<file path="src/sv/dequ_pkg.sv">
// Shared types and constants for the double-ended queue unit.
package dequ_pkg;

    localparam int DEPTH_DEF   = 64;
    localparam int DATA_W      = 32;
    localparam int FUNC_W      = 3;
    localparam int STATUS_W    = 2;
    localparam int IN_TDATA_W  = 40;
    localparam int OUT_TDATA_W = 40;
    localparam int IN_PAD_W    = IN_TDATA_W - FUNC_W - DATA_W;
    localparam int OUT_PAD_W   = OUT_TDATA_W - STATUS_W - DATA_W;

    // Operation codes carried in the input item
    typedef enum logic [FUNC_W-1:0] {
        FUNC_PUSH_FRONT = 3'd0,
        FUNC_PUSH_BACK  = 3'd1,
        FUNC_POP_FRONT  = 3'd2,
        FUNC_POP_BACK   = 3'd3,
        FUNC_DUMP_FWD   = 3'd4,
        FUNC_DUMP_BWD   = 3'd5
    } func_t;

    // Result status codes
    typedef enum logic [STATUS_W-1:0] {
        STAT_OK    = 2'd0,
        STAT_EMPTY = 2'd1,
        STAT_FULL  = 2'd2
    } status_t;

    // Back-end sequencer states
    typedef enum logic {
        BK_IDLE = 1'b0,
        BK_OUT  = 1'b1
    } bk_state_t;

    // Command handed from the front end to the back end
    typedef struct packed {
        func_t                    func;
        logic signed [DATA_W-1:0] value;
    } cmd_t;

endpackage

</file>
<file path="src/sv/dequ_ram.sv">
// Generic single-write, single-read RAM with registered read data.
module dequ_ram #(
    parameter int WIDTH = 32,
    parameter int DEPTH = 64
) (
    input  logic                     clk,
    input  logic                     wr_en,
    input  logic [$clog2(DEPTH)-1:0] wr_addr,
    input  logic [WIDTH-1:0]         wr_data,
    input  logic                     rd_en,
    input  logic [$clog2(DEPTH)-1:0] rd_addr,
    output logic [WIDTH-1:0]         rd_data
);

    logic [WIDTH-1:0] mem [DEPTH];

    // Write port
    always_ff @(posedge clk)
    begin
        if (wr_en)
        begin
            mem[wr_addr] <= wr_data;
        end
    end

    // Read port, data held while not enabled
    always_ff @(posedge clk)
    begin
        if (rd_en)
        begin
            rd_data <= mem[rd_addr];
        end
    end

endmodule

</file>
<file path="src/sv/dequ_front.sv">
// Front end: accepts items, drops unknown operations, queues commands.
module dequ_front
    import dequ_pkg::*;
(
    input  logic                  clk,
    input  logic                  rst_n,
    input  logic                  in_valid,
    output logic                  in_ready,
    input  logic [IN_TDATA_W-1:0] in_data,
    output logic                  cmd_valid,
    input  logic                  cmd_ready,
    output cmd_t                  cmd
);

    cmd_t       slot_reg [2];
    logic       wr_ptr_reg, wr_ptr_next;
    logic       rd_ptr_reg, rd_ptr_next;
    logic [1:0] count_reg, count_next;
    logic       known;
    logic       push;
    logic       pop;
    cmd_t       in_cmd;

    // Classify the incoming item
    always_comb
    begin
        in_cmd.func  = func_t'(in_data[FUNC_W-1:0]);
        in_cmd.value = in_data[FUNC_W +: DATA_W];
        known        = in_data[FUNC_W-1:0] inside {FUNC_PUSH_FRONT, FUNC_PUSH_BACK,
                                                   FUNC_POP_FRONT, FUNC_POP_BACK,
                                                   FUNC_DUMP_FWD, FUNC_DUMP_BWD};
    end

    assign in_ready  = (count_reg != 2'd2);
    assign cmd_valid = (count_reg != 2'd0);
    assign cmd       = slot_reg[rd_ptr_reg];
    assign push      = in_valid && in_ready && known;
    assign pop       = cmd_valid && cmd_ready;

    // Pointer and fill count update
    always_comb
    begin
        wr_ptr_next = push ? ~wr_ptr_reg : wr_ptr_reg;
        rd_ptr_next = pop ? ~rd_ptr_reg : rd_ptr_reg;
        case ({push, pop})
            2'b10:   count_next = count_reg + 2'd1;
            2'b01:   count_next = count_reg - 2'd1;
            default: count_next = count_reg;
        endcase
    end

    always_ff @(posedge clk or negedge rst_n)
    begin
        if (!rst_n)
        begin
            wr_ptr_reg <= 1'b0;
            rd_ptr_reg <= 1'b0;
            count_reg  <= 2'd0;
        end
        else
        begin
            wr_ptr_reg <= wr_ptr_next;
            rd_ptr_reg <= rd_ptr_next;
            count_reg  <= count_next;
        end
    end

    // Command slots, payload only
    always_ff @(posedge clk)
    begin
        if (push)
        begin
            slot_reg[wr_ptr_reg] <= in_cmd;
        end
    end

endmodule

</file>
<file path="src/sv/dequ_back.sv">
// Back end: executes queued commands against the ring store, drives results.
module dequ_back
    import dequ_pkg::*;
#(
    parameter int DEPTH = DEPTH_DEF
) (
    input  logic                     clk,
    input  logic                     rst_n,
    input  logic                     cmd_valid,
    output logic                     cmd_ready,
    input  cmd_t                     cmd,
    output logic                     out_valid,
    input  logic                     out_ready,
    output status_t                  out_status,
    output logic signed [DATA_W-1:0] out_item,
    output logic                     out_last
);

    localparam int IDX_W = $clog2(DEPTH);
    localparam int CNT_W = $clog2(DEPTH + 1);

    bk_state_t                state_reg, state_next;
    logic [IDX_W-1:0]         front_reg, front_next;
    logic [IDX_W-1:0]         back_reg, back_next;
    logic [CNT_W-1:0]         occ_reg, occ_next;
    logic [IDX_W-1:0]         pos_reg, pos_next;
    logic [CNT_W-1:0]         cnt_reg, cnt_next;
    logic                     fwd_reg, fwd_next;
    logic                     out_valid_reg, out_valid_next;
    status_t                  out_status_reg, status_new;
    logic signed [DATA_W-1:0] out_item_reg, item_new;
    logic                     out_last_reg, last_new;

    logic                     out_free;
    logic                     load_out;
    logic                     go_out;
    logic                     done;
    logic                     empty;
    logic                     full;
    logic                     wr_en;
    logic [IDX_W-1:0]         wr_addr;
    logic                     rd_en;
    logic [IDX_W-1:0]         rd_addr;
    logic [IDX_W-1:0]         start;
    logic [DATA_W-1:0]        rd_data;

    function automatic logic [IDX_W-1:0] idx_inc(input logic [IDX_W-1:0] i);
        return (i == IDX_W'(DEPTH - 1)) ? '0 : i + IDX_W'(1);
    endfunction

    function automatic logic [IDX_W-1:0] idx_dec(input logic [IDX_W-1:0] i);
        return (i == '0) ? IDX_W'(DEPTH - 1) : i - IDX_W'(1);
    endfunction

    dequ_ram #(
        .WIDTH (DATA_W),
        .DEPTH (DEPTH)
    ) u_ram (
        .clk     (clk),
        .wr_en   (wr_en),
        .wr_addr (wr_addr),
        .wr_data (cmd.value),
        .rd_en   (rd_en),
        .rd_addr (rd_addr),
        .rd_data (rd_data)
    );

    assign out_free = !out_valid_reg || out_ready;
    assign empty    = (occ_reg == '0);
    assign full     = (occ_reg == CNT_W'(DEPTH));

    // Next state
    always_comb
    begin
        state_next = state_reg;
        case (state_reg)
            BK_IDLE:
            begin
                if (go_out)
                begin
                    state_next = BK_OUT;
                end
            end
            BK_OUT:
            begin
                if (done)
                begin
                    state_next = BK_IDLE;
                end
            end
            default: state_next = BK_IDLE;
        endcase
    end

    // Datapath control and register updates
    always_comb
    begin
        cmd_ready  = 1'b0;
        load_out   = 1'b0;
        go_out     = 1'b0;
        done       = 1'b0;
        wr_en      = 1'b0;
        wr_addr    = front_reg;
        rd_en      = 1'b0;
        rd_addr    = pos_reg;
        start      = front_reg;
        status_new = STAT_OK;
        item_new   = '0;
        last_new   = 1'b1;
        front_next = front_reg;
        back_next  = back_reg;
        occ_next   = occ_reg;
        pos_next   = pos_reg;
        cnt_next   = cnt_reg;
        fwd_next   = fwd_reg;
        case (state_reg)
            BK_IDLE:
            begin
                if (cmd_valid)
                begin
                    case (cmd.func)
                        FUNC_PUSH_FRONT, FUNC_PUSH_BACK:
                        begin
                            if (out_free)
                            begin
                                cmd_ready = 1'b1;
                                load_out  = 1'b1;
                                if (full)
                                begin
                                    status_new = STAT_FULL;
                                end
                                else
                                begin
                                    wr_en    = 1'b1;
                                    occ_next = occ_reg + CNT_W'(1);
                                    if (empty)
                                    begin
                                        wr_addr   = front_reg;
                                        back_next = front_reg;
                                    end
                                    else if (cmd.func == FUNC_PUSH_FRONT)
                                    begin
                                        wr_addr    = idx_dec(front_reg);
                                        front_next = idx_dec(front_reg);
                                    end
                                    else
                                    begin
                                        wr_addr   = idx_inc(back_reg);
                                        back_next = idx_inc(back_reg);
                                    end
                                end
                            end
                        end
                        FUNC_POP_FRONT, FUNC_POP_BACK, FUNC_DUMP_FWD, FUNC_DUMP_BWD:
                        begin
                            if (empty)
                            begin
                                if (out_free)
                                begin
                                    cmd_ready  = 1'b1;
                                    load_out   = 1'b1;
                                    status_new = STAT_EMPTY;
                                end
                            end
                            else
                            begin
                                cmd_ready = 1'b1;
                                go_out    = 1'b1;
                                rd_en     = 1'b1;
                                fwd_next  = (cmd.func == FUNC_POP_FRONT) ||
                                            (cmd.func == FUNC_DUMP_FWD);
                                start     = fwd_next ? front_reg : back_reg;
                                rd_addr   = start;
                                pos_next  = fwd_next ? idx_inc(start) : idx_dec(start);
                                if ((cmd.func == FUNC_POP_FRONT) || (cmd.func == FUNC_POP_BACK))
                                begin
                                    cnt_next = CNT_W'(1);
                                    occ_next = occ_reg - CNT_W'(1);
                                    if (occ_reg != CNT_W'(1))
                                    begin
                                        if (cmd.func == FUNC_POP_FRONT)
                                        begin
                                            front_next = idx_inc(front_reg);
                                        end
                                        else
                                        begin
                                            back_next = idx_dec(back_reg);
                                        end
                                    end
                                end
                                else
                                begin
                                    cnt_next = occ_reg;
                                end
                            end
                        end
                        default:
                        begin
                            cmd_ready = 1'b1;
                        end
                    endcase
                end
            end
            BK_OUT:
            begin
                // One stored value per free output slot
                if (out_free)
                begin
                    load_out = 1'b1;
                    item_new = rd_data;
                    last_new = (cnt_reg == CNT_W'(1));
                    cnt_next = cnt_reg - CNT_W'(1);
                    if (cnt_reg == CNT_W'(1))
                    begin
                        done = 1'b1;
                    end
                    else
                    begin
                        rd_en    = 1'b1;
                        rd_addr  = pos_reg;
                        pos_next = fwd_reg ? idx_inc(pos_reg) : idx_dec(pos_reg);
                    end
                end
            end
            default:
            begin
                done = 1'b1;
            end
        endcase
        out_valid_next = load_out || (out_valid_reg && !out_ready);
    end

    always_ff @(posedge clk or negedge rst_n)
    begin
        if (!rst_n)
        begin
            state_reg     <= BK_IDLE;
            front_reg     <= '0;
            back_reg      <= '0;
            occ_reg       <= '0;
            pos_reg       <= '0;
            cnt_reg       <= '0;
            fwd_reg       <= 1'b1;
            out_valid_reg <= 1'b0;
        end
        else
        begin
            state_reg     <= state_next;
            front_reg     <= front_next;
            back_reg      <= back_next;
            occ_reg       <= occ_next;
            pos_reg       <= pos_next;
            cnt_reg       <= cnt_next;
            fwd_reg       <= fwd_next;
            out_valid_reg <= out_valid_next;
        end
    end

    // Result payload
    always_ff @(posedge clk)
    begin
        if (load_out)
        begin
            out_status_reg <= status_new;
            out_item_reg   <= item_new;
            out_last_reg   <= last_new;
        end
    end

    assign out_valid  = out_valid_reg;
    assign out_status = out_status_reg;
    assign out_item   = out_item_reg;
    assign out_last   = out_last_reg;

    // Occupancy never exceeds the ring size
    a_occ_bound: assert property (@(posedge clk) disable iff (!rst_n)
        occ_reg <= CNT_W'(DEPTH))
        else $error("occupancy above depth");

    // An empty queue has both ends on the same slot
    a_empty_ends: assert property (@(posedge clk) disable iff (!rst_n)
        (occ_reg == '0) |-> (front_reg == back_reg))
        else $error("ends differ while empty");

    // While emitting, results remain to be sent
    a_out_count: assert property (@(posedge clk) disable iff (!rst_n)
        (state_reg == BK_OUT) |-> (cnt_reg != '0))
        else $error("emit state with zero count");

    // No new command is taken while values are being emitted
    a_no_cmd_in_out: assert property (@(posedge clk) disable iff (!rst_n)
        (state_reg == BK_OUT) |-> !cmd_ready)
        else $error("command taken during emit");

endmodule

</file>
<file path="src/sv/double_ended_queue_unit.sv">
// Top level of the double-ended queue unit: front end, command queue, back end.
//
//  Channel   Dir  Handshake                      Payload
//  s_axis    in   s_axis_tvalid / s_axis_tready  tdata: func[2:0], value[34:3]
//  m_axis    out  m_axis_tvalid / m_axis_tready  tdata: status[1:0], item[33:2]; tlast
//
//  Push and errors are answered in the back end's idle state. Pop: ring store
//  read in the idle state, then the result. Dump: first read in the idle state,
//  then one result per cycle while the output is free, limited by the single
//  registered read port of the ring store. A two-entry command queue lets the
//  front end accept while the back end works. Reset empties the queue; the ring
//  store needs no clearing. A stalled output holds its result and stops the
//  back end; items with an unknown operation are accepted and dropped.
module double_ended_queue_unit
    import dequ_pkg::*;
#(
    parameter int DEPTH = DEPTH_DEF
) (
    input  logic                   clk,
    input  logic                   rst_n,
    input  logic                   s_axis_tvalid,
    output logic                   s_axis_tready,
    input  logic [IN_TDATA_W-1:0]  s_axis_tdata,   // func[2:0], value[34:3], zero pad
    output logic                   m_axis_tvalid,
    input  logic                   m_axis_tready,
    output logic [OUT_TDATA_W-1:0] m_axis_tdata,   // status[1:0], item[33:2], zero pad
    output logic                   m_axis_tlast
);

    logic                     cmd_valid;
    logic                     cmd_ready;
    cmd_t                     cmd;
    status_t                  res_status;
    logic signed [DATA_W-1:0] res_item;

    dequ_front u_front (
        .clk       (clk),
        .rst_n     (rst_n),
        .in_valid  (s_axis_tvalid),
        .in_ready  (s_axis_tready),
        .in_data   (s_axis_tdata),
        .cmd_valid (cmd_valid),
        .cmd_ready (cmd_ready),
        .cmd       (cmd)
    );

    dequ_back #(
        .DEPTH (DEPTH)
    ) u_back (
        .clk        (clk),
        .rst_n      (rst_n),
        .cmd_valid  (cmd_valid),
        .cmd_ready  (cmd_ready),
        .cmd        (cmd),
        .out_valid  (m_axis_tvalid),
        .out_ready  (m_axis_tready),
        .out_status (res_status),
        .out_item   (res_item),
        .out_last   (m_axis_tlast)
    );

    // Pack result fields, lowest first
    assign m_axis_tdata = {{OUT_PAD_W{1'b0}}, res_item, res_status};

endmodule

</file>
<file path="config.mk">
export PLATFORM = sky130hd
export DESIGN_NAME = double_ended_queue_unit
export DESIGN_NICKNAME = d
export VERILOG_FILES = /design/src/sv/dequ_pkg.sv /design/src/sv/dequ_ram.sv /design/src/sv/dequ_front.sv /design/src/sv/dequ_back.sv /design/src/sv/double_ended_queue_unit.sv
export SDC_FILE = /design/constraint.sdc
export NUM_CORES = 2
export LEC_CHECK = 0
export CAP_MARGIN = 30
export CORE_ASPECT_RATIO = 1.25
export CORE_MARGIN = 8
export CORE_UTILIZATION = 46
export CTS_CLUSTER_SIZE = 8
export DETAILED_ROUTE_END_ITERATION = 10
export DONT_BUFFER_PORTS = 1
export GPL_TIMING_DRIVEN = 0
export PLACE_DENSITY = 0.67
export SYNTH_ARGS = -nofsm -noshare
export SYNTH_HDL_FRONTEND = slang
export SYNTH_HIERARCHICAL = 1
export SYNTH_SLANG_ARGS = --single-unit
export TNS_END_PERCENT = 20
</file>
<file path="constraint.sdc">
create_clock -name clk -period 6.89 [get_ports clk]
set_input_delay 1.378 -clock clk [delete_from_list [all_inputs] [get_ports clk]]
set_output_delay 1.378 -clock clk [all_outputs]
set_load 0.05 [all_outputs]
</file>
==> metrics.md <==
| Metric | Value |
|---|---|
| IR drop worst, VDD | 0.3434 mV |
| Max Clk Rate | 145.1 MHz |
| Cell at the root of the clock tree | clkbuf_16 |
| WL final | 251,300 microns |
| Number of levels the H-tree was split into | 5 |
| Number of vias after detailed routing | 46.28k |
| Number of synthesized flops with an enable pin | 2,185 |
| Worst slack on hold paths | 176.7 ps |
| Port Buffers | 0 |
| Max-slew violations | 0 |
| LEAKAGE | 32.52 nW |
| Sequence of cells on the critical path | buf_6, buf_6, mux2_2, inv_1, ha_1, clkbuf_1, clkbuf_1, nand3_2, o21ai_1, buf_6, clkbuf_1, nand2b_1, clkbuf_1, o221ai_1, a21oi_1, a21oi_1, a311oi_1 |
| Top post-synthesis cells by area | edfxtp_1 (75%), mux4_2 (12%), mux2i_1 (2.3%), a22oi_1 (1.1%), dfrtp_1 (1.1%) |
| Number of hold buffers added after CTS | 0 |
| Count of distinct cell types in the synthesized netlist | 89 |
| Actual slew at the worst max-slew pin | 1112 ps |
| Full die area | 203,500 sq um |
| Setup Slack @ Placement | -151.5 ps |
| Via count of the first global-routing pass | 46.29k |
| Worst r2r path cells | 17 |
| Global-route congestion overflow total | 0 |
| Floorplan die height | 502.3 microns |
| Total power density per cell area | 495.0 nW/um^2 |
| Setup violations, final | 1 |
| Type of the worst min-delay path | in2async |
| Hold violation total from the final report | 0 |
| Number of antenna violations at the first check in global routing | 11 |
| Tmin final | 6892 ps |
| Count of antenna-violating nets left after detailed routing | 0 |
| Starting density of the core | 0.4625 |
| GPL Wtd Cong | 0.8820 |
| Placed Cells | 6,831 |
| CTS sink cnt | 2,224 |
| Total standard cell area after synthesis | 87,030 sq um |
| Startpoint-to-endpoint class of the critical path | reg2reg |
| Maximum fanout encountered on the critical timing path | 10 |
| Post-synth top cells | edfxtp_1 (2,185), mux4_2 (446), mux2i_1 (197) |
| Per-cell routed wire length | 34.85 microns |
| Global-route usage over all layers | 0.2420 |
| Number of remaining DRC errors | 0 |
| Data arrival, critical path | 7490 ps |
| Syn_area_per_cell | 20.79 sq um |
| Setup repair after global routing missed its margin | true |
| Largest incremental delay on the critical path | 840 ps |
| Flip-flop count of the largest register, all copies and words added | 2,048 |
| Ys Warns | 6 |
| Library cell with the highest instance count after synthesis | edfxtp_1 |
| Estimated wirelength of the detail-placed design | 166,400 microns |
| Total Neg Setup Slack | -2.187 ps |
| Number of rows created at floorplan | 178 |
| Max-slew headroom | 0.2584 |
| Count of maximum capacitance violations | 0 |
| Vias per cell | 6.420 |
| Fin worst setup slack | -2.187 ps |
| Req. time, crit path | 7490 ps |
| Placeable core area | 188,200 sq um |
| Crit path top cell by count | clkbuf_1 |
| Final instance count without filler cells | 7,209 |
| Clock slew at reported path FFs | 50 ps |
| Insertion delay of the later-clocked pin in the worst-skew pair | 940 ps |
| # Post-CTS Setup Buffers | 0 |
| Crit path capture type | register |
| #FFs+latches synth | 2,224 |
| Sequential cell area fraction in the yosys report | 0.7651 |
| Maximum clock insertion buffer count | 4 |
| Share of Yosys cell area claimed by the top area cell type | 0.7539 |
| CTS buffer count | 328 |
| Period Utilization, post-route | 1.000 |
| Top_reg_cell synth | edfxtp_1 |
| Worst-case clock skew | 67.73 ps |
| Outcome | finished, violations left |
| Number of nets in the final layout | 4,711 |
| Fraction of layout cells with a size suffix above 1 | 0.2545 |
| Synth area leader | edfxtp_1 |
| Number of DRC violations after detailed-routing iteration 0 | 6,419 |
| Global-route wire length before repair | 347,900 microns |
| Width of the die | 405.1 microns |
| Pin count of the biggest net entering global routing | 65 |
| Filler cell count | 13.94k |
| Area overhead of the layout relative to synthesis | 16.75% |
| TritonCTS clock tree | yes |
| Ys async rst share | 0.01754 |
| Overall Power | 50.29 mW |
| Pre-antenna DRT Iters | 8 |
| Crit-path slowest cell | clkbuf_1 |
| Violations in the final reports | negative setup slack |
| Area taken by multi-input logic gates | 19,250 sq um |
| Top-Level Pins | 87 |
| FF/Latch Area | 66,590 sq um |
| Synthesized netlist cell count | 4,186 |
| Launching element type of the critical path | register |
cells by family (layout without fill, tap and decap cells):
| logic type | count (synthesis) | in the layout | share of synthesized area |
|---|---|---|---|
| simple gates | 445 | 445 | 0.02609 |
| buf+inv | 293 | 785 | 0.01984 |
| compound gates | 496 | 496 | 0.04025 |
| other cells | 1 | 12 | 0.00004309 |
| flops | 2224 | 2224 | 0.7651 |
| xor+xnor | 24 | 24 | 0.002415 |
| mux | 681 | 681 | 0.1431 |
| fa+ha+maj | 22 | 22 | 0.003163 |
repair_timing:
item,4_1_cts,5_1_grt
endpoints found under the setup margin,11,6
pin swaps,0,0
resized for setup,1,7
layout make-up:
type,instances,share of cell area
clock inverter,10,0.001207
timing repair buffer,124,0.02311
sequential,2224,0.6553
antenna,6,0.0001478
inverter,32,0.001182
multi-input combinational,1674,0.1894
clock buffer,358,0.08272
tap,2520,0.03103
buffer,261,0.01586
metal layers:
layer / global-route usage / vias to the layer above / routed length (microns)
li1: - / 18253 / -
met3: 0.05810 / 652 / 27430
met4: 0.1279 / 4 / 14890
met5: 0 / - / 29
met2: 0.3973 / 3065 / 121900
met1: 0.2993 / 24305 / 87010
power breakdown:
group / switching (mW) / leakage, nW / internal [mW]
combinational: 12.4 / 8.18 / 6.79
sequential: 0.494 / 20.2 / 16.9
clock: 5.27 / 4.17 / 8.45
cells in the final DEF, fill, tap and decap left out, drive strengths merged, types with 9 or more instances in the layout:
cell,count
nand3b,9
a22o,12
o22ai,47
buf,274
o221ai,17
clkbuf,469
xor2,11
xnor2,13
a311o,13
o211ai,18
mux4,446
edfxtp,2185
nor3,23
a21oi,63
nand3,72
dfrtp,38
nor2b,24
or2,14
mux2,38
a211oi,25
inv,38
o21ai,64
a211o,13
and3,44
or3,9
ha,22
nand2,70
mux2i,197
o22a,14
a22oi,130
nor2,124
nand2b,17
a31oi,35
worst max-delay path, delay by kind of cell (launching register included):
family	cells	cell delay (ps)
mux	1	400
buf+inv	8	3110
compound gates	5	1780
simple gates	2	550
fa+ha+maj	1	350
flops	1	360
through the flow:
step / utilization / instance area [sq um]
after global routing: 0.5399 / 101600
after detailed placement: 0.4942 / 93000
after global placement: 0.4793 / 90200
after CTS: 0.5395 / 101500
after floorplan: - / 87050
final: 0.5399 / 101600
worst paths after layout:
path                                            from                       end  slack [ps]
worst max-delay path              u_front/rd_ptr_reg  u_back/u_ram/rd_data[23]          -2
worst max register to register    u_front/rd_ptr_reg  u_back/u_ram/rd_data[23]          -2
worst min register to register  u_front/count_reg[1]      u_front/count_reg[1]         480
min in group clk                u_front/count_reg[1]      u_front/count_reg[1]         480
worst min-delay path                           rst_n        u_front/wr_ptr_reg         180
max in group asynchronous                      rst_n            u_back/fwd_reg        6530
Note: power is estimated with default switching activity, not from simulation.
